## config.mk

```make
export PLATFORM = sky130hd
export DESIGN_NAME = gsm_queue
export DESIGN_NICKNAME = d
export VERILOG_FILES = /design/src/sv/gsm_pkg.sv /design/src/sv/gsm_queue.sv
export SDC_FILE = /design/constraint.sdc
export NUM_CORES = 1
export LEC_CHECK = 0
export ABC_AREA = 1
export BUFFER_PORTS_ARGS = -buffer_cell sky130_fd_sc_hd__buf_4
export CAP_MARGIN = 25
export CELL_PAD_IN_SITES_DETAIL_PLACEMENT = 0
export CELL_PAD_IN_SITES_GLOBAL_PLACEMENT = 1
export CORE_UTILIZATION = 48
export CTS_CLUSTER_SIZE = 14
export DETAILED_ROUTE_END_ITERATION = 6
export PLACE_DENSITY = 0.88
export SETUP_SLACK_MARGIN = 0.5
export SYNTH_ARGS = -nofsm -noshare
export SYNTH_HDL_FRONTEND = slang
export SYNTH_SLANG_ARGS = --single-unit
```

## constraint.sdc

```tcl
create_clock -name clk -period 3.13 [get_ports clk]
set_clock_uncertainty 0.1 [all_clocks]
set_input_delay 0.313 -clock clk [delete_from_list [all_inputs] [get_ports clk]]
set_output_delay 0.313 -clock clk [all_outputs]
set_load 0.005 [all_outputs]
```

## src/sv/gsm_pkg.sv

```systemverilog
// Shared types and constants of the Gaussian-Sobel edge magnitude block.
package gsm_pkg;

  localparam int PIX_W = 8;
  localparam int QUEUE_DEPTH = 4;
  localparam logic [PIX_W-1:0] PIXEL_MAX = 8'd255;

  localparam logic REG_WIDTH = 1'b0;
  localparam logic REG_HEIGHT = 1'b1;

  localparam logic [3:0] GAUSS_W [5][5] = '{
    '{4'd2, 4'd4, 4'd5, 4'd4, 4'd2},
    '{4'd4, 4'd9, 4'd12, 4'd9, 4'd4},
    '{4'd5, 4'd12, 4'd15, 4'd12, 4'd5},
    '{4'd4, 4'd9, 4'd12, 4'd9, 4'd4},
    '{4'd2, 4'd4, 4'd5, 4'd4, 4'd2}
  };

  localparam int ROW_SUM_W = 14;
  localparam int BLUR_SUM_W = 16;
  localparam logic [17:0] BLUR_DIV_MUL = 18'd211035;
  localparam int BLUR_DIV_SHIFT = 25;
  localparam int BLUR_PROD_W = 34;

  localparam int FIRST_BLUR = 4;
  localparam int FIRST_EDGE = 6;
  localparam int MIN_DIM = 8;

  typedef struct packed {
    logic emit;
    logic last;
    logic rb;
  } blur_tag_t;

endpackage

```

## src/sv/gsm_queue.sv

```systemverilog
// Short item queue between the blur front end and the gradient back end.
module gsm_queue #(
  parameter int W = 8
) (
  input  logic clk,
  input  logic rst,
  input  logic push_valid,
  output logic push_ready,
  input  logic [W-1:0] push_data,
  output logic pop_valid,
  input  logic pop_ready,
  output logic [W-1:0] pop_data
);

  localparam int AW = $clog2(gsm_pkg::QUEUE_DEPTH);

  logic [W-1:0] slots [gsm_pkg::QUEUE_DEPTH];
  logic [AW-1:0] wr_ptr;
  logic [AW-1:0] rd_ptr;
  logic [AW:0] count;
  logic push;
  logic pop;

  assign push_ready = count < (AW+1)'(gsm_pkg::QUEUE_DEPTH);
  assign pop_valid = count != '0;
  assign push = push_valid && push_ready;
  assign pop = pop_valid && pop_ready;
  assign pop_data = slots[rd_ptr];

  always_ff @(posedge clk) begin
    if (rst) begin
      wr_ptr <= '0;
      rd_ptr <= '0;
      count <= '0;
    end else begin
      if (push) begin
        wr_ptr <= wr_ptr + AW'(1);
      end
      if (pop) begin
        rd_ptr <= rd_ptr + AW'(1);
      end
      if (push && !pop) begin
        count <= count + (AW+1)'(1);
      end else if (pop && !push) begin
        count <= count - (AW+1)'(1);
      end
    end
  end

  always_ff @(posedge clk) begin
    if (push) begin
      slots[wr_ptr] <= push_data;
    end
  end

`ifndef SYNTHESIS
  a_count_bound: assert property (@(posedge clk) disable iff (rst)
    count <= (AW+1)'(gsm_pkg::QUEUE_DEPTH)) else $error("queue count overflow");
  a_push_grows: assert property (@(posedge clk) disable iff (rst)
    push && !pop |=> count == $past(count) + (AW+1)'(1)) else $error("queue push lost");
  a_pop_shrinks: assert property (@(posedge clk) disable iff (rst)
    pop && !push |=> count == $past(count) - (AW+1)'(1)) else $error("queue pop lost");
`endif

endmodule

```

Word level (Yosys, flattened, before mapping)
Memories as Yosys holds them, arrays and structs flattened. A register that Yosys moved wholly into a read port is not among the register bits.
Index checks and enable logic that the tools add are counted.
{"block": "word_totals", "ram_bits": 32, "inputBits": 12, "out_inout_bits": 10, "reg_bits": 7, "mem_count": 1, "wordCells": 23}
{"name": "slots", "words": 4, "word_bits": 8, "read_ports": 1, "rd_clocked_by_memory_dff": 1, "wr": 1, "line_no": "gsm_queue.sv:17", "source": "logic [W-1:0] slots [gsm_pkg::QUEUE_DEPTH];"}
{"block": "op_classes", "order_cmp": 1, "add_sub_neg": 4, "muxes": 6, "reduce_logical": 8}
{"operator": "3-bit two-way mux", "n": 2}
{"operator": "2-bit by 1-bit adder with 2-bit output, second input constant", "n": 2}
{"operator": "1-bit logical AND", "n": 4}
{"operator": "2-bit two-way mux", "n": 2}
{"operator": "3-bit by 1-bit adder with 3-bit output, second input constant", "n": 1}
{"operator": "3-bit < comparator, second input constant", "n": 1}
{"operator": "3-bit nonzero test", "n": 1}
{"operator": "3-bit by 1-bit subtractor with 3-bit output, second input constant", "n": 1}
{"operator": "1-bit logical NOT", "n": 2}
{"operator": "1-bit two-way mux", "n": 2}
{"operator": "2-bit nonzero test", "n": 1}

Logic depth before layout (Yosys ltp)
Gate-level depths: netlist of the first run.
{"block": "logic_depth", "word_depth": 6, "ltp_mapped": 12, "mapped_depth_nobuf": 12}

Least setup slack after synthesis of the first run
Ideal clock, no wire load.
{"block": "synth_timing", "path_kind": "reg2reg", "start": "register count[0]", "end": "register count[2]", "synth_period_minus_slack_ps": 1690, "setup_slack_ps": 1440, "n_path_buf": 0, "setup_time_ps": 113, "required_ps": 2917, "arrival_time_ps": 1477, "stages_incl_launch_ff": 13, "cell_sequence": "dfxtp_1 nor2_1 nand2_2 nand2_2 ha_1 inv_1 fa_1 inv_1 nand2_1 nand3_1 nand2_1 nand2_1 nor2_1"}
{"block": "synth_via", "elab_chain_len": 5, "word_cells_on_any_way": 13, "classes_between": "2 x add/sub; 1 x order compare; 2 x mux; 8 x reduce/logical"}
{"item": "start, declared", "line_no": "gsm_queue.sv:20", "source": "logic [AW:0] count;"}
{"item": "start signal, assigned", "line_no": "gsm_queue.sv:43", "source": "count <= count + (AW+1)'(1);"}
{"item": "start signal, assigned", "line_no": "gsm_queue.sv:45", "source": "count <= count - (AW+1)'(1);"}
{"item": "3-bit nonzero test (*)", "line_no": "gsm_queue.sv:25", "source": "assign pop_valid = count != '0;"}
{"item": "named net pop_valid", "line_no": "gsm_queue.sv:10", "source": "output logic pop_valid,"}
{"item": "1-bit logical AND (*)", "line_no": "gsm_queue.sv:27", "source": "assign pop = pop_valid && pop_ready;"}
{"item": "1-bit logical NOT", "line_no": "gsm_queue.sv:42", "source": "if (push && !pop) begin"}
{"item": "1-bit logical AND", "line_no": "gsm_queue.sv:42"}
{"item": "3-bit two-way mux or 2-bit nonzero test (tied branches)"}
The timed path passes the listed nets; every way through them passes the cells marked *. The select of a mux whose other input is x is not followed.
A chain may end at the register's enable or synchronous reset.

==> results of run 1 <==
[Yosys cell counts]
library cell and count:
edfxtp_1 32, o21ai_2 3, a21oi_1 6, buf_6 2, o22ai_1 8, nand2_1 9, inv_1 15, nand2_2 3
ha_1 5, fa_1 1, nor2_1 25, o21ai_0 16, o21ai_1 1, nand3_1 3, dfxtp_1 9, inv_2 1
[flip-flops by register name, indices dropped and copies added (netlist names), named ones only]
name and cells:
slots 32, count 3, rd_ptr 2, wr_ptr 2
[metrics by stage]
stage	instances	worst slack, ps
floorplan	139	1440
global placement	202	1340
detailed placement	202	1310
CTS	210	961
global route	210	771
finish	210	1000
[layout make-up]
type / instances / share of cell area [%]
Sequential cell: 41 / 60.1
Clock inverter: 1 / 0.264
Tap cell: 44 / 2.90
Clock buffer: 7 / 2.37
Inverter: 16 / 3.16
Multi-Input combinational cell: 80 / 22.9
Timing Repair Buffer: 21 / 8.30
[worst max-delay path by stage]
stage,endpoint,slack (ps),cells past startpoint
after global placement,count[2]$_SDFFE_PP0P_,1340,12
after detailed placement,count[2]$_SDFFE_PP0P_,1310,12
final,pop_data[2],1000,4
after global routing,pop_data[1],770,4
after floorplan,count[2]$_SDFFE_PP0P_,1440,12
after CTS,pop_data[7],960,4
[layer usage]
layer	part of all wire [%]	global-route usage, %	vias up
met4	0.70	6.82	0
met2	49	28.6	30
met5	0	0	-
met1	44	22.1	486
met3	6.0	7.04	2
li1	-	-	533
[layout by cell type (no fill, tap or decap)]
cell type   n
edfxtp_1   32
nor2_1     25
buf_4      21
o21ai_0    16
inv_1      15
nand2_1     9
dfxtp_1     9
o22ai_1     8
a21oi_1     6
ha_1        5
clkbuf_4    5
nand2_2     3
o21ai_2     3
nand3_1     3
clkbuf_1    2
inv_2       1
o21ai_1     1
fa_1        1
clkinv_2    1
[power by group]
group / total [W] / switching [W] / internal (W)
sequential: 0.000726 / 0.0000562 / 0.000670
combinational: 0.000432 / 0.000243 / 0.000189
clock: 0.000236 / 0.000148 / 0.0000876
total: 0.00139 / 0.000447 / 0.000946
[cell families after synthesis]
group | after synthesis
AOI/OAI and AO/OA | 34
adders and majority gates | 6
buffers and inverters | 18
and+or+nand+nor | 40
DFF | 41
==> reports/results.ini, run 1 <==
[global_route]
grt_usage_pct=17.9
grt_max_degree=18
grt_pass1_wl_mm=4.57
overflow=0
antenna_found_initial=0
grt_pass1_vias=1011

[critical_path]
criticalPathCategory=reg2out
cp_slowest_cell=dfxtp_1
max_stage_delay_ps=680
cp.arrival_ps=1720
cpLargestDelayFamily=flip-flops
r2r-end=count[2]$_SDFFE_PP0P_
critPathBufInv=2
crit_path_max_fanout=17
r2r_slack_ps=1280
startpoint_type=flop
endpoint_kind=output pin
critical_path.cell_chain=inv_2 > o21ai_0 > o22ai_1 > buf_4
worst_ep_required_time_ps=2720
ff2ff_path_depth=12
regToRegStartpoint=count[2]$_SDFFE_PP0P_

[hold_path]
hold_end=rd_ptr[0]$_SDFFE_PP0P_
hold_path.class=in2reg
hp-start=rst
holdPathStages=2

[clock_network]
numCtsBuffers=5
root_buffer=clkbuf_4
clk_latency_ps=330
hold_buffers=0
cts-resized-gates=0
htree_levels=2
cts_buffer_depth=2
cts_tree=yes
cts_setup_buffers=0
clkTransAtPathRegs_ps=100
cts.sinks=41

[timing]
slew_headroom_pct=45.3
maxSlewViolCount=0
tightest_slew_ps=817
period_share_pct=68.0
hold_viol_final=0
finalSetupViolCount=0
fmax_ghz=0.470
post-route-min-period_ps=2130
whs_ps=59.1
setup_tns_ps=0
rsz0062_at_grt=no

[finish]
antennaDiodeCount=0
seq_area_um2=1140
finalNetCount=183
utilization_pct=60.2
fin_area_um2=1900
drive_above_1_share_pct=20.5
syn_to_final_growth_pct=14.5
multi_input_comb_area_um2=435
fillCellCount=284

[detailed_routing]
wl_per_cell_um=12.9
firstDrtPassIters=4
num_vias=1051
wl_mm=2.70
drt-initial-drc-count=28
drc=0
ant_nets=0
vias_per_cell=5.00

[synth]
synth-adder-area-share_pct=4.98
syn_area_um2=1660
synth_simple_gate_area_share_pct=9.73
yosys_register_bits=41
synth_xor_xnor_area_share_pct=0
syn_area_per_cell_um2=11.9
synth_cells=139
synth_top_area_share_pct=57.9
synth.area.top_cells=edfxtp_1 (58%), dfxtp_1 (11%), nor2_1 (5.7%), o21ai_0 (4.8%), ha_1 (3.8%)
synth_top_family_by_area=compound AO/OA/AOI/OAI gates
ys_warn_count=0
synth_area_leader_cell=edfxtp_1
synth_compound_area_share_pct=11.5
syn-num-nets=157
synth.distinct_cells=16
ys_seq_area_share_pct=68.8
synthMuxAreaShare_pct=0

[floorplanning]
ios=22
die_area_um2=3700
die_width_um=60.8
die_h_um=60.8
rows=20
initial_core_util_pct=52.6
coreArea_um2=3150

[placement]
port-buffer-count=21
dp_hpwl_mm=1.84
place_congestion=0.709
dpl_cell_area_um2=1850

[power_and_ir_drop]
ir_worst_vdd_v=0.000381
total_power_w=0.00139
p_leak_nw=0.725
powerDensity_nw_per_um2=734

[flow_run]
max_cap_violations=0

[run_status]
status=completed

Note: power is estimated with default switching activity, not from simulation.
==> run 2, diff against run 1 <==
--- a/config.mk
+++ b/config.mk
@@ -5,15 +5,15 @@
 export SDC_FILE = /design/constraint.sdc
 export NUM_CORES = 1
 export LEC_CHECK = 0
-export ABC_AREA = 1
+export ABC_AREA = 0
 export BUFFER_PORTS_ARGS = -buffer_cell sky130_fd_sc_hd__buf_4
 export CAP_MARGIN = 25
 export CELL_PAD_IN_SITES_DETAIL_PLACEMENT = 0
 export CELL_PAD_IN_SITES_GLOBAL_PLACEMENT = 1
-export CORE_UTILIZATION = 48
+export CORE_UTILIZATION = 43
 export CTS_CLUSTER_SIZE = 14
 export DETAILED_ROUTE_END_ITERATION = 6
-export PLACE_DENSITY = 0.88
+export PLACE_DENSITY = 0.8
 export SETUP_SLACK_MARGIN = 0.5
 export SYNTH_ARGS = -nofsm -noshare
 export SYNTH_HDL_FRONTEND = slang
==> constraint.sdc (replaced) <==
create_clock -name clk -period 1.8 [get_ports clk]
set_clock_uncertainty 0.1 [all_clocks]
set_input_delay 0.18 -clock clk [delete_from_list [all_inputs] [get_ports clk]]
set_output_delay 0.18 -clock clk [all_outputs]
set_load 0.005 [all_outputs]
==> run 2 against run 1 <==
The flow now finishes with violations (setup timing). Register-to-register slack worse by 1400 ps. Total power grew 110%. Count of clock-buffer cells in the layout is 1 lower. Critical path depth is 3 higher. Sequential power is 75% higher. Die area increased by 9.5%. Worst setup slack worse by 1100 ps. Non-clock buffer count is 19 higher. Utilization down 0.77 points.
==> reports/results.ini, run 2 <==
[run_status]
status=finished, violations left
violations=setup timing

[placement]
port-buffer-count=21
place_congestion=0.672
dp_hpwl_mm=1.67

[clock_network]
htree_levels=2
root_buffer=clkbuf_8
numCtsBuffers=5
clkTransAtPathRegs_ps=70
cts_tree=yes
cts.sinks=41
clk_latency_ps=290
cts_buffer_depth=2

[synth]
netlist_top_cells_count=edfxtp_1 (32), dfxtp_1 (9), mux4_2 (8)
ys_seq_area_share_pct=69.9
ys_warn_count=0
synth-adder-area-share_pct=5.06
synth.area.top_cells=edfxtp_1 (59%), dfxtp_1 (11%), mux4_2 (11%), ha_1 (3.8%), xor2_1 (2.1%)
async_reset_ff_share_pct=0
synth.most_common_cell=edfxtp_1
synth_xor_xnor_area_share_pct=2.68
syn_area_um2=1630
synth-edff-count=32
synth_cells=88
synthMuxAreaShare_pct=12.3
ys_dominant_reg_cell=edfxtp_1
synth_top_family_by_area=multiplexers
synth_top_area_share_pct=58.9
syn-num-nets=106
synth_simple_gate_area_share_pct=4.52
synth.distinct_cells=22
yosys_register_bits=41
synth_area_leader_cell=edfxtp_1
synth_compound_area_share_pct=2.91
syn_area_per_cell_um2=18.5

[critical_path]
max_stage_delay_ps=340
cpLargestDelayFamily=adder cells
criticalPathCategory=reg2reg
cp_slowest_cell=dfxtp_2
crit_path_max_fanout=2
critPathBufInv=1
critical_path.cell_chain=o31ai_4 > ha_4 > inv_2 > fa_2 > xor2_1 > or3_1 > a21oi_2
cp.arrival_ps=2040
worst_ep_required_time_ps=1920
endpoint_kind=flop
startpoint_type=flop

[timing]
period_share_pct=107
tightest_slew_ps=397
fmax_ghz=0.520
rsz0062_at_grt=yes
maxSlewViolCount=0
slew_headroom_pct=73.5
hold_viol_final=0
layout_setup_ws_ps=-122
post-route-min-period_ps=1920
whs_ps=5.18
finalSetupViolCount=1

[flow_run]
max_cap_violations=0

[finish]
reg_top3=slots x32, count x3
final_cell_mix=edfxtp_1 (32), buf_4 (19), buf_6 (12), mux4_2 (8), dlygate4sd3_1 (8)
drive_above_1_share_pct=48.5
largest_register_ffs=32
final_common_cell=edfxtp_1
regMostFlops=slots
syn_to_final_growth_pct=33.4
finalNetCount=149
antennaDiodeCount=0
utilization_pct=59.5

[global_route]
grt_pass1_vias=909
antenna_found_initial=0
grt_max_degree=13
grt_usage_pct=15.3
grt_pass1_wl_mm=4.34
overflow=0

[detailed_routing]
firstDrtPassIters=4
wl_per_cell_um=14.0
drt-initial-drc-count=20
num_vias=847
drc=0
ant_nets=0
wl_mm=2.53
vias_per_cell=4.71

[power_and_ir_drop]
ir_worst_vdd_v=0.000547
powerDensity_nw_per_um2=1320
p_leak_nw=0.801

[floorplanning]
initial_core_util_pct=44.6
coreArea_um2=3660
ios=22
rows=22
die_area_um2=4040
die_width_um=63.6
die_h_um=63.6

[hold_path]
hold_path.class=in2reg

[run 2: cell types whose count changed after synthesis, moves of 5 or more]
cell	before	now
nor2_1	25	7
o21ai_0	16	1
inv_1	15	4
nand2_1	9	0
mux4_2	0	8
o22ai_1	8	0
a21oi_1	6	1
[run 2: what timing repair did]
item,in CTS,in global routing
hold buffers,8,0
setup endpoints to repair,44,47
gates resized for setup,25,4
setup buffers,1,2
gates cloned,0,0
hold endpoints to repair,32,0
pin swaps,7,2
[run 2: kinds of logic after synthesis]
kind of cell / after synthesis
muxes: 10
adders and majority gates: 6
buffers and inverters: 8
xor gates and xnor gates: 5
AOI/OAI and AO/OA: 4
and+or+nand+nor: 14
DFF: 41
[run 2: worst paths after layout]
path,start,to,slack (ps),cells after the start
setup reg to reg,count[1]$_SDFFE_PP0P_,count[2]$_SDFFE_PP0P_,-120,7
hold / removal,rst,count[2]$_SDFFE_PP0P_,5,2
setup / recovery,count[1]$_SDFFE_PP0P_,count[2]$_SDFFE_PP0P_,-120,7
hold reg to reg,rd_ptr[1]$_SDFFE_PP0P_,flop,460,2
[run 2: final cells by class]
| type | count | area (um^2) |
|---|---|---|
| Timing Repair Buffer | 40 | 378 |
| Inverter | 4 | 15.0 |
| Multi-Input combinational cell | 39 | 493 |
| Clock buffer | 6 | 72.6 |
| Sequential cell | 41 | 1150 |
| Fill cell | 293 | 1480 |
| Tap cell | 48 | 60.1 |
| Clock inverter | 2 | 10.0 |
[run 2: routing by layer]
metal / wire length [um] / GRT usage (%) / vias to the layer above
met4: 55 / 6.82 / 0
met1: 1160 / 19.2 / 413
met5: 0 / 0 / -
met2: 1210 / 23.7 / 18
li1: - / - / 411
met3: 98 / 5.43 / 5
[run 2: where the power goes]
group	switching [W]	total [W]	internal, W
Sequential	0.0000888	0.00127	0.00118
Clock	0.000293	0.000562	0.000268
Combinational	0.000390	0.00106	0.000666
[run 2: per-stage QoR]
stage          power, W  cells  setup TNS (ps)  setup slack (ps)  instance area [um^2]
3_5_place_dp    0.00212    161            -147              -147                  1900
3_3_place_gp    0.00210    161           -89.5             -89.5                  1900
4_1_cts         0.00285    178            -130              -130                  2150
6_report        0.00288    180            -122              -122                  2180
5_1_grt         0.00305    180            -212              -212                  2180
2_1_floorplan   0.00178     88            -103              -103                  1650
