### config.mk
export PLATFORM = sky130hd
export DESIGN_NAME = gsm_back_flat
export DESIGN_NICKNAME = d
export VERILOG_FILES = /design/src/sv/gsm_pkg.sv /design/src/sv/gsm_mag_if.sv /design/src/sv/gsm_back.sv /design/src/flat_wrapper.sv
export SDC_FILE = /design/constraint.sdc
export NUM_CORES = 2
export LEC_CHECK = 0
export ABC_AREA = 1
export CAP_MARGIN = 25
export CORE_AREA = 4 4 481 483
export DETAILED_ROUTE_END_ITERATION = 12
export DIE_AREA = 0 0 485 487
export DONT_BUFFER_PORTS = 1
export PLACE_DENSITY = 0.6
export SLEW_MARGIN = 5
export SYNTH_ARGS = -nofsm -noshare
export SYNTH_HDL_FRONTEND = slang
export SYNTH_SLANG_ARGS = --single-unit
### constraint.sdc
create_clock -name clk -period 8.31 [get_ports clk]
set_input_delay 0.4155 -clock clk [delete_from_list [all_inputs] [get_ports clk]]
set_output_delay 0.4155 -clock clk [all_outputs]
set_load 0.03 [all_outputs]
### src/sv/gsm_pkg.sv
// Shared types and constants of the Gaussian-Sobel edge magnitude block.
package gsm_pkg;

  localparam int PIX_W = 8;
  localparam int QUEUE_DEPTH = 4;
  localparam logic [PIX_W-1:0] PIXEL_MAX = 8'd255;

  localparam logic REG_WIDTH = 1'b0;
  localparam logic REG_HEIGHT = 1'b1;

  localparam logic [3:0] GAUSS_W [5][5] = '{
    '{4'd2, 4'd4, 4'd5, 4'd4, 4'd2},
    '{4'd4, 4'd9, 4'd12, 4'd9, 4'd4},
    '{4'd5, 4'd12, 4'd15, 4'd12, 4'd5},
    '{4'd4, 4'd9, 4'd12, 4'd9, 4'd4},
    '{4'd2, 4'd4, 4'd5, 4'd4, 4'd2}
  };

  localparam int ROW_SUM_W = 14;
  localparam int BLUR_SUM_W = 16;
  localparam logic [17:0] BLUR_DIV_MUL = 18'd211035;
  localparam int BLUR_DIV_SHIFT = 25;
  localparam int BLUR_PROD_W = 34;

  localparam int FIRST_BLUR = 4;
  localparam int FIRST_EDGE = 6;
  localparam int MIN_DIM = 8;

  typedef struct packed {
    logic emit;
    logic last;
    logic rb;
  } blur_tag_t;

endpackage

### src/sv/gsm_mag_if.sv
// Handshake channel of gradient magnitude results.
interface gsm_mag_if;
  logic valid;
  logic ready;
  logic [7:0] magnitude;
  logic frame_last;
  modport source(output valid, output magnitude, output frame_last, input ready);
  modport sink(input valid, input magnitude, input frame_last, output ready);
endinterface

### src/sv/gsm_back.sv
// Back end: blur line store, 3x3 Sobel window, clamped magnitude and square root.
module gsm_back #(
  parameter int MAX_WIDTH = 128,
  localparam int CW = $clog2(MAX_WIDTH)
) (
  input  logic clk,
  input  logic rst,
  input  logic pop_valid,
  output logic pop_ready,
  input  logic [7:0] blur,
  input  gsm_pkg::blur_tag_t tag,
  input  logic [CW-1:0] col,
  gsm_mag_if.source edges
);

  typedef struct packed {
    logic [11:0] rem;
    logic [7:0] root;
  } sqrt_state_t;

  function automatic sqrt_state_t sqrt_steps(input sqrt_state_t s, input logic [7:0] bits);
    sqrt_state_t t;
    logic [11:0] trial;
    t = s;
    for (int i = 3; i >= 0; i--) begin
      t.rem = {t.rem[9:0], bits[2*i +: 2]};
      trial = {2'b00, t.root, 2'b01};
      if (t.rem >= trial) begin
        t.rem = t.rem - trial;
        t.root = {t.root[6:0], 1'b1};
      end else begin
        t.root = {t.root[6:0], 1'b0};
      end
    end
    return t;
  endfunction

  function automatic logic [7:0] abs_clamp(input logic signed [10:0] g);
    logic [10:0] a;
    a = g[10] ? 11'(-g) : 11'(g);
    return (a > 11'(gsm_pkg::PIXEL_MAX)) ? gsm_pkg::PIXEL_MAX : a[7:0];
  endfunction

  logic en;
  logic take;
  logic [15:0] blur_mem [MAX_WIDTH];
  logic [15:0] blur_rd;
  logic b1_valid;
  logic [7:0] b1_blur;
  gsm_pkg::blur_tag_t b1_tag;
  logic [7:0] bw [3][3];
  logic b2_valid;
  logic b2_last;
  logic b3_valid;
  logic b3_last;
  logic [7:0] b3_a;
  logic [7:0] b3_b;
  logic b4_valid;
  logic b4_last;
  logic [16:0] b4_v;
  logic b5_valid;
  logic b5_last;
  logic b5_sat;
  logic [7:0] b5_low;
  sqrt_state_t b5_s;
  sqrt_state_t s_hi;
  sqrt_state_t s_lo;
  logic signed [10:0] ga;
  logic signed [10:0] gb;

  assign en = !edges.valid || edges.ready;
  assign pop_ready = en;
  assign take = pop_valid && en;

  always_ff @(posedge clk) begin
    if (take) begin
      blur_rd <= blur_mem[col];
      blur_mem[col][8*tag.rb +: 8] <= blur;
      b1_blur <= blur;
      b1_tag <= tag;
    end
  end

  always_comb begin
    ga = (11'(bw[2][0]) + 11'({bw[2][1], 1'b0}) + 11'(bw[2][2])) -
         (11'(bw[0][0]) + 11'({bw[0][1], 1'b0}) + 11'(bw[0][2]));
    gb = (11'(bw[0][2]) + 11'({bw[1][2], 1'b0}) + 11'(bw[2][2])) -
         (11'(bw[0][0]) + 11'({bw[1][0], 1'b0}) + 11'(bw[2][0]));
    s_hi = sqrt_steps('0, b4_v[15:8]);
    s_lo = sqrt_steps(b5_s, b5_low);
  end

  always_ff @(posedge clk) begin
    if (rst) begin
      b1_valid <= 1'b0;
      b2_valid <= 1'b0;
      b3_valid <= 1'b0;
      b4_valid <= 1'b0;
      b5_valid <= 1'b0;
      edges.valid <= 1'b0;
    end else if (en) begin
      b1_valid <= pop_valid;
      b2_valid <= b1_valid && b1_tag.emit;
      b3_valid <= b2_valid;
      b4_valid <= b3_valid;
      b5_valid <= b4_valid;
      edges.valid <= b5_valid;
    end
  end

  always_ff @(posedge clk) begin
    if (en) begin
      if (b1_valid) begin
        for (int k = 0; k < 3; k++) begin
          bw[k][0] <= bw[k][1];
          bw[k][1] <= bw[k][2];
        end
        bw[0][2] <= blur_rd[8*b1_tag.rb +: 8];
        bw[1][2] <= blur_rd[8*(!b1_tag.rb) +: 8];
        bw[2][2] <= b1_blur;
      end
      b2_last <= b1_tag.last;
      b3_last <= b2_last;
      b3_a <= abs_clamp(ga);
      b3_b <= abs_clamp(gb);
      b4_last <= b3_last;
      b4_v <= 17'(b3_a * b3_a) + 17'(b3_b * b3_b);
      b5_last <= b4_last;
      b5_sat <= b4_v[16];
      b5_low <= b4_v[7:0];
      b5_s <= s_hi;
      edges.frame_last <= b5_last;
      edges.magnitude <= b5_sat ? gsm_pkg::PIXEL_MAX : s_lo.root;
    end
  end

endmodule

### src/flat_wrapper.sv
// flat-port wrapper written by rule: the top's interface ports become plain ports
module gsm_back_flat 
#(
  parameter int MAX_WIDTH = 128,
  localparam int CW = $clog2(MAX_WIDTH)
)
  (clk, rst, pop_valid, pop_ready, blur, tag, col, edges_valid, edges_magnitude, edges_frame_last, edges_ready);
  gsm_mag_if edges_i ();
  input  logic clk;
  input  logic rst;
  input  logic pop_valid;
  output logic pop_ready;
  input  logic [7:0] blur;
  input  gsm_pkg::blur_tag_t tag;
  input  logic [CW-1:0] col;
  output wire logic [$bits(edges_i.valid)-1:0] edges_valid;
  output wire logic [$bits(edges_i.magnitude)-1:0] edges_magnitude;
  output wire logic [$bits(edges_i.frame_last)-1:0] edges_frame_last;
  input wire logic [$bits(edges_i.ready)-1:0] edges_ready;
  assign edges_valid = edges_i.valid;
  assign edges_magnitude = edges_i.magnitude;
  assign edges_frame_last = edges_i.frame_last;
  assign edges_i.ready = edges_ready;
  gsm_back #(.MAX_WIDTH(MAX_WIDTH)) u_core (.clk(clk), .rst(rst), .pop_valid(pop_valid), .pop_ready(pop_ready), .blur(blur), .tag(tag), .col(col), .edges(edges_i));
endmodule
### Word level (Yosys, flattened, before mapping)

Memory sizes are Yosys's and may differ from the RTL's. A register that Yosys moved wholly into a read port is not among the register bits.
Cells that the tools add are included.

| word-level totals | value |
|---|---|
| register bits after elaboration | 86 |
| bits in latches | 0 |
| memory bits (writable) | 2120 |
| ROM bits | 0 |
| input bits | 22 |
| output and inout bits | 11 |
| logic and storage cells | 89 |
| memories kept | 2 |

| cells by class | value |
|---|---|
| add/subtract/negate cells | 21 |
| $mul | 2 |
| divide/modulo/power cells | 0 |
| order comparisons | 10 |
| equal/unequal tests | 0 |
| shift-type cells | 4 |
| muxes and demuxes | 22 |
| bitwise gates (word level) | 0 |
| reductions and logical operators | 5 |

Memory list:

| memory | words | width | rd ports | clocked after Yosys merged registers in | write ports | RTL line | text |
|---|---|---|---|---|---|---|---|
| u_core.blur_mem | 128 | 16 | 1 | 1 | 1 | gsm_back.sv:46 | `logic [15:0] blur_mem [MAX_WIDTH];` |
| u_core.bw | 3 | 24 | 3 | 0 | 3 | gsm_back.sv:51 | `logic [7:0] bw [3][3];` |

Operator list:

| kind | number |
|---|---|
| $mux 10 | 7 |
| $add 11x8->11 | 4 |
| $add 8x9->10 | 4 |
| $neg 4->34 | 1 |
| $shift 8x34->16 const A | 1 |
| $shiftx 8x34->16 | 1 |
| $mul 8x8->16 | 2 |
| $shiftx 16x5->8 | 2 |
| $gt 11x8->1 const B | 2 |
| $mux 11 | 2 |
| $neg 11->11 | 2 |
| $sub 11x11->11 | 2 |
| $add 16x16->17 | 1 |
| $mux 16 | 1 |
| $ge 12x3->1 | 1 |
| $ge 12x4->1 | 1 |
| $ge 12x5->1 | 1 |
| $ge 12x6->1 | 1 |
| $ge 12x7->1 | 1 |
| $ge 12x8->1 | 1 |
| $ge 12x9->1 | 1 |
| $mux 1 | 12 |
| $sub 10x3->10 | 1 |
| $sub 10x4->10 | 1 |
| other kinds (9) | 11 |

### Longest topological paths before layout

| logic depth | value |
|---|---|
| depth after elaboration | 8 |
| mapped depth | 42 |
| gate-level depth less buffers | 39 |

### Least setup slack after synthesis

No wires, ideal clock.

| timing | value |
|---|---|
| path type | register to register |
| from | reg u_core.b3_a[5] |
| to | reg u_core.b4_v[15] (data pin) |
| library setup time | 262 ps |
| arrival | 5501 ps |
| required time | 8048 ps |
| slack | 2547 ps |
| cell stages (with the launch flop) | 27 |
| path buffers | 1 |
| period minus slack after synthesis | 5763 ps |
| path through | edfxtp_1 -> clkbuf_1 -> nand2_1 -> inv_1 -> fa_1 -> inv_1 -> fa_1 -> inv_1 -> fa_1 -> fa_1 -> fa_1 -> fa_1 -> ha_1 -> a21oi_1 -> inv_1 -> a31oi_1 -> o21ai_0 -> nand2_1 -> nand2_1 -> a21oi_1 -> o21bai_1 -> a21oi_1 -> inv_1 -> a21oi_1 -> o21ai_0 -> a21oi_1 -> xor2_1 |

| on the way | value |
|---|---|
| word-level cells in the longest chain between the ends | 2 |

Ends and longest elaborated chain:

| element | RTL line | text |
|---|---|---|
| from (decl) | gsm_back.sv:56 | `logic [7:0] b3_a;` |
| from (signal assigned) | gsm_back.sv:124 | `b3_a <= abs_clamp(ga);` |
| $mul 8x8->16 | gsm_back.sv:127 | `b4_v <= 17'(b3_a * b3_a) + 17'(b3_b * b3_b);` |
| $add 16x16->17 | gsm_back.sv:127 |  |
| to (signal assigned) | gsm_back.sv:127 |  |
| to (decl) | gsm_back.sv:60 | `logic [16:0] b4_v;` |

No other way between the ends.
A chain may end at the register's enable or synchronous reset.

### Worst setup path in the final report

| timing | value |
|---|---|
| from | reg u_core.b5_s[3] (netlist name) |
| to | reg u_core.edges.magnitude[0] (data pin) |

| on the way | value |
|---|---|
| word-level cells in the longest chain between the ends | 8 |
| elaborated cells on any way between the ends | 14 |
| those cells by class | add/sub (3); order compare (4); mux (7) |

Ends and longest elaborated chain:

| element | RTL line | text |
|---|---|---|
| from (decl) | gsm_back.sv:65 | `sqrt_state_t b5_s;` |
| from (signal assigned) | gsm_back.sv:131 | `b5_s <= s_hi;` |
| $sub 10x6->10 or $ge 12x6->1 (tied branches) | gsm_back.sv:29, gsm_back.sv:28 |  |
| $mux 10 or $mux 1 (tied branches) | gsm_back.sv:28 | `if (t.rem >= trial) begin` |
| $sub 10x7->10 or $ge 12x7->1 (tied branches) | gsm_back.sv:29, gsm_back.sv:28 |  |
| $mux 10 or $mux 1 (tied branches) | gsm_back.sv:28 |  |
| $sub 10x8->10 or $ge 12x8->1 (tied branches) | gsm_back.sv:29, gsm_back.sv:28 |  |
| $mux 10 or $mux 1 (tied branches) | gsm_back.sv:28 |  |
| $ge 12x9->1 (*) | gsm_back.sv:28 |  |
| $mux 1 (*) | gsm_back.sv:28 |  |
| to (signal assigned) | gsm_back.sv:133 | `edges.magnitude <= b5_sat ? gsm_pkg::PIXEL_MAX : s_lo.root;` |
| to (decl) | gsm_mag_if.sv:7 | `modport source(output valid, output magnitude, output frame_last, input ready);` |

Mark *: on every way between the ends. The rest lies on a longest branch, timed or not.

==> flow_summary.rst <==
.. list-table::
   :header-rows: 1

   * - Metric
     - Value
   * - FF+latch area
     - 66700 µm²
   * - Area growth from synthesis to layout
     - 13.9%
   * - Number of sinks driven by the clock tree
     - 2222
   * - Vertical extent of the die
     - 487 µm
   * - Peak per-stage delay on the critical path
     - 0.51 ns
   * - Switching part of the total power
     - 35.4%
   * - Fraction of the cycle the final worst path needs
     - 80.6%
   * - Sum of routed wire length over all layers
     - 237 mm
   * - Number of enable flip-flop cells after synthesis
     - 2216
   * - Kind of cell adding the most delay to the critical path
     - simple AND/OR/NAND/NOR gates
   * - Half-perimeter wire length after placement
     - 140 mm
   * - Max frequency
     - roughly 150 MHz
   * - Pin count of the biggest net entering global routing
     - 127
   * - Arrival time of data at the critical path endpoint
     - 7.27 ns
   * - Proportion of power drawn by the clock network
     - 24.5%
   * - Clock slew at the register clock pins of the worst setup and hold paths
     - 0.06 ns
   * - Setup repair after global routing missed its margin
     - no
   * - Tot GR Track Use
     - between 15 and 20%
   * - Total global routing overflow
     - 0
   * - Drt first-iter violations
     - 5869
   * - Buffer count from post-CTS setup fixing
     - 0
   * - Kind of critical path
     - flop to flop
   * - Final period demand of the worst path
     - between 6 and 7 ns
   * - Global placement routability congestion
     - 0.827
   * - Area occupied by multi-input gates
     - about 21000 µm²
   * - ANT cells
     - 0
   * - Mapped Cells
     - 6119
   * - PwrDens
     - 384 nW/µm²
   * - Final max-slew violation count
     - 0
   * - Type of origin of the critical path
     - flop
   * - Worst Setup End Kind
     - flop
   * - Launch point of the critical path
     - u_core.b5_s[3]
   * - Count of antenna-violating nets left after detailed routing
     - 0
   * - Maximum level of the CTS H-tree
     - 4
   * - Starting utilization of the core area
     - 39.9%
   * - Logic pwr share
     - 40.9%
   * - Leakage
     - 35.1 nW
   * - Wire length of the first global-routing pass
     - 352 mm
   * - Total number of vias
     - 54000
   * - Area fraction of the dominant cell type after synthesis
     - about 74%
   * - Fin nets
     - between 6000 and 7000
   * - Placement Cell Area
     - between 90000 and 100000 µm²
   * - Area of the core
     - between 200000 and 250000 µm²
   * - Critical path's slowest cell
     - sky130_fd_sc_hd__nor2_2
   * - Min-delay src
     - blur[5]
   * - Number of placed I/O pins
     - 33
   * - Library cell used as clock root buffer
     - sky130_fd_sc_hd__clkbuf_16
   * - IR Drop Worst-Case VDD
     - 1.92 mV
   * - Top cells by area, synth
     - sky130_fd_sc_hd__edfxtp_1 (74%), sky130_fd_sc_hd__nand2_1 (4.1%), sky130_fd_sc_hd__a22oi_1 (2.5%), sky130_fd_sc_hd__a221oi_1 (2.5%), sky130_fd_sc_hd__fa_1 (2.5%)
   * - Buf/Inv on CP
     - 5
   * - Least-Margin Pin Slew
     - between 1 and 1.5 ns
   * - Top fanout value on the critical path
     - 17
   * - Final setup violating endpoints
     - 0
   * - Synth unique cells
     - 62
   * - Synth Cell Area
     - 90400 µm²
   * - DRC viols
     - 0
   * - Cell area after layout
     - around 100000 µm²
   * - Count of input and output buffers
     - 0
   * - DR pass1 iterations
     - 6
   * - Via count of the first global-routing pass
     - ~53000
   * - Share of final-layout standard cells stronger than drive strength 1
     - 11.0%
   * - Syn. warnings
     - 0
   * - Reg power frac
     - between 30 and 40%
   * - Number of antenna violations at the first check in global routing
     - 3
   * - Number of maximum-capacitance constraint violations
     - 0
   * - Total number of placement rows
     - 175
   * - Critical Path Most Common Cell
     - sky130_fd_sc_hd__nand2_1
   * - Total Neg Setup Slack
     - 0 ns
   * - Psw
     - 14.0 mW
   * - Seq cells post-synth
     - 2222
   * - Most numerous cell in the Yosys netlist
     - sky130_fd_sc_hd__edfxtp_1
   * - Sequential share of the synthesized area
     - 73.7%
   * - TritonCTS clock tree
     - built
   * - Number of nets in the synthesized netlist
     - between 6000 and 7000
   * - Horizontal die dimension
     - 485 µm
   * - Reg2reg start
     - u_core.b5_s[3]
   * - Clock Skews
     - around 0.046 ns
   * - Ys async rst share
     - 0%
   * - Final Hold Vio Count
     - 0
   * - Dominant cell type by area after synthesis
     - sky130_fd_sc_hd__edfxtp_1
   * - Total power draw
     - 39.5 mW
   * - Post-synthesis average cell area
     - 14.8 µm²
   * - Run status
     - finished, final reports clean
   * - Critical Path RT
     - 8.88 ns
   * - Top post-synthesis cells by count
     - sky130_fd_sc_hd__edfxtp_1 (2216), sky130_fd_sc_hd__nand2_1 (996), sky130_fd_sc_hd__inv_1 (368)
   * - Cell internal power dissipation
     - between 20 and 30 mW
   * - Via-per-instance ratio
     - 5.66
   * - Later-pin clock latency in the skew report
     - 0.86 ns
   * - Number of CTS-inserted buffers
     - 220
   * - Filler Cells Inserted
     - 19800
   * - Total die area
     - approximately 240000 µm²
   * - Dominant register cell in the synthesized netlist
     - sky130_fd_sc_hd__edfxtp_1
   * - Maximum clock path buffer count
     - 3
   * - Average routed wire per standard cell
     - 24.9 µm
   * - Worst slew margin relative to its limit
     - 24.3%
   * - Tightest Hold Check Type
     - input pin to flop
-- what timing repair did --
item / in CTS / in global routing
setup endpoints to repair: 0 / 0
hold buffers: 14 / 2
resized for setup: 0 / 0
hold endpoints to repair: 239 / 35
-- area by class of cell --
cell class	count	area share, %
inverter	384	1.48
timing repair buffer	346	2.70
clock buffer	274	5.55
sequential	2222	64.7
multi-input combinational	3168	20.6
clock inverter	134	1.27
tap	3009	3.65
-- sequential cells by signal, indices dropped and copies added (netlist names), 14 cells and up --
register         cells
u_core.blur_mem   2048
u_core.bw           72
u_core.b4_v         17
u_core.blur_rd      16
u_core.b5_s         14
-- worst register-to-register path: cells and delay by family, from the launching register on --
family	cells	cell delay, ns
AO/OA/AOI/OAI	6	1.30
flip-flops	1	0.35
AND/OR/NAND/NOR	19	2.65
adder cells (fa/ha/maj)	4	1.39
buffers and inverters	5	0.79
-- routing by layer --
layer	track usage, %	routed length, µm	part of all wire [%]	vias up
li1	-	-	-	23900
met1	27.7	100000	42	27500
met2	32.0	113000	48	2271
met3	3.40	19300	8.1	340
met4	4.63	4960	2.1	2
met5	0	13	0.0055	-
-- cell families after synthesis --
logic type | count (synthesis) | share of synthesized area [%]
flops | 2222 | 73.7
compound gates | 1076 | 9.14
xor+xnor | 103 | 1.02
buf+inv | 729 | 3.04
fa+ha+maj | 267 | 4.62
simple gates | 1721 | 8.43
mux | 1 | 0.0111
-- cell usage in the layout, fill, tap and decap left out, types with 10 or more instances in the layout --
master and n:
sky130_fd_sc_hd__clkinv_1 63, sky130_fd_sc_hd__nand3_1 77, sky130_fd_sc_hd__xor2_1 73, sky130_fd_sc_hd__clkinv_2 28, sky130_fd_sc_hd__a22oi_1 307, sky130_fd_sc_hd__a221oi_1 258
sky130_fd_sc_hd__o2111ai_1 10, sky130_fd_sc_hd__ha_1 155, sky130_fd_sc_hd__nor2_1 93, sky130_fd_sc_hd__a22o_1 243, sky130_fd_sc_hd__clkbuf_16 220, sky130_fd_sc_hd__xnor2_1 27
sky130_fd_sc_hd__fa_1 112, sky130_fd_sc_hd__buf_4 283, sky130_fd_sc_hd__nand4_1 242, sky130_fd_sc_hd__inv_2 13, sky130_fd_sc_hd__buf_12 10, sky130_fd_sc_hd__a41oi_1 14
sky130_fd_sc_hd__o21ai_0 72, sky130_fd_sc_hd__nand2_1 995, sky130_fd_sc_hd__dlygate4sd3_1 16, sky130_fd_sc_hd__clkbuf_1 53, sky130_fd_sc_hd__nor2_4 13, sky130_fd_sc_hd__nor3_2 10
sky130_fd_sc_hd__inv_1 350, sky130_fd_sc_hd__a21oi_1 123, sky130_fd_sc_hd__edfxtp_1 2216, sky130_fd_sc_hd__nor3_1 256, sky130_fd_sc_hd__buf_2 32, sky130_fd_sc_hd__bufinv_16 19
-- path summary, 6_finish.rpt --
kind	to	slack, ns	cells past startpoint
hold / removal	u_core.blur_mem[56][13]	0.09	2
setup / recovery	u_core.edges.magnitude[0]	1.61	34
setup reg to reg	u_core.edges.magnitude[0]	1.61	34
hold reg to reg	u_core.bw[0][48]	0.40	0
-- power by group through the flow --
stage	registers (mW)	clock network [mW]	logic, mW
floorplan	13.9	0	13.3
global placement	13.9	0	16.2
detailed placement	13.9	0	16.3
CTS	13.7	9.84	16.5
global route	13.6	10.3	18.5
finish	13.7	9.70	16.2
-- through the flow --
stage | hold slack (ns) | worst slack [ns] | instances | utilization [%]
after detailed placement | 0.405 | 1.69 | 9107 | 42.2
after global routing | 0.0612 | 0.910 | 9537 | 45.4
after global placement | 0.402 | 1.75 | 9058 | 42.0
after CTS | 0.0113 | 1.67 | 9529 | 45.3
final | 0.0920 | 1.61 | 9537 | 45.4
after floorplan | 0.400 | 2.55 | 6119 | -
Note: power is estimated with default switching activity, not from simulation.
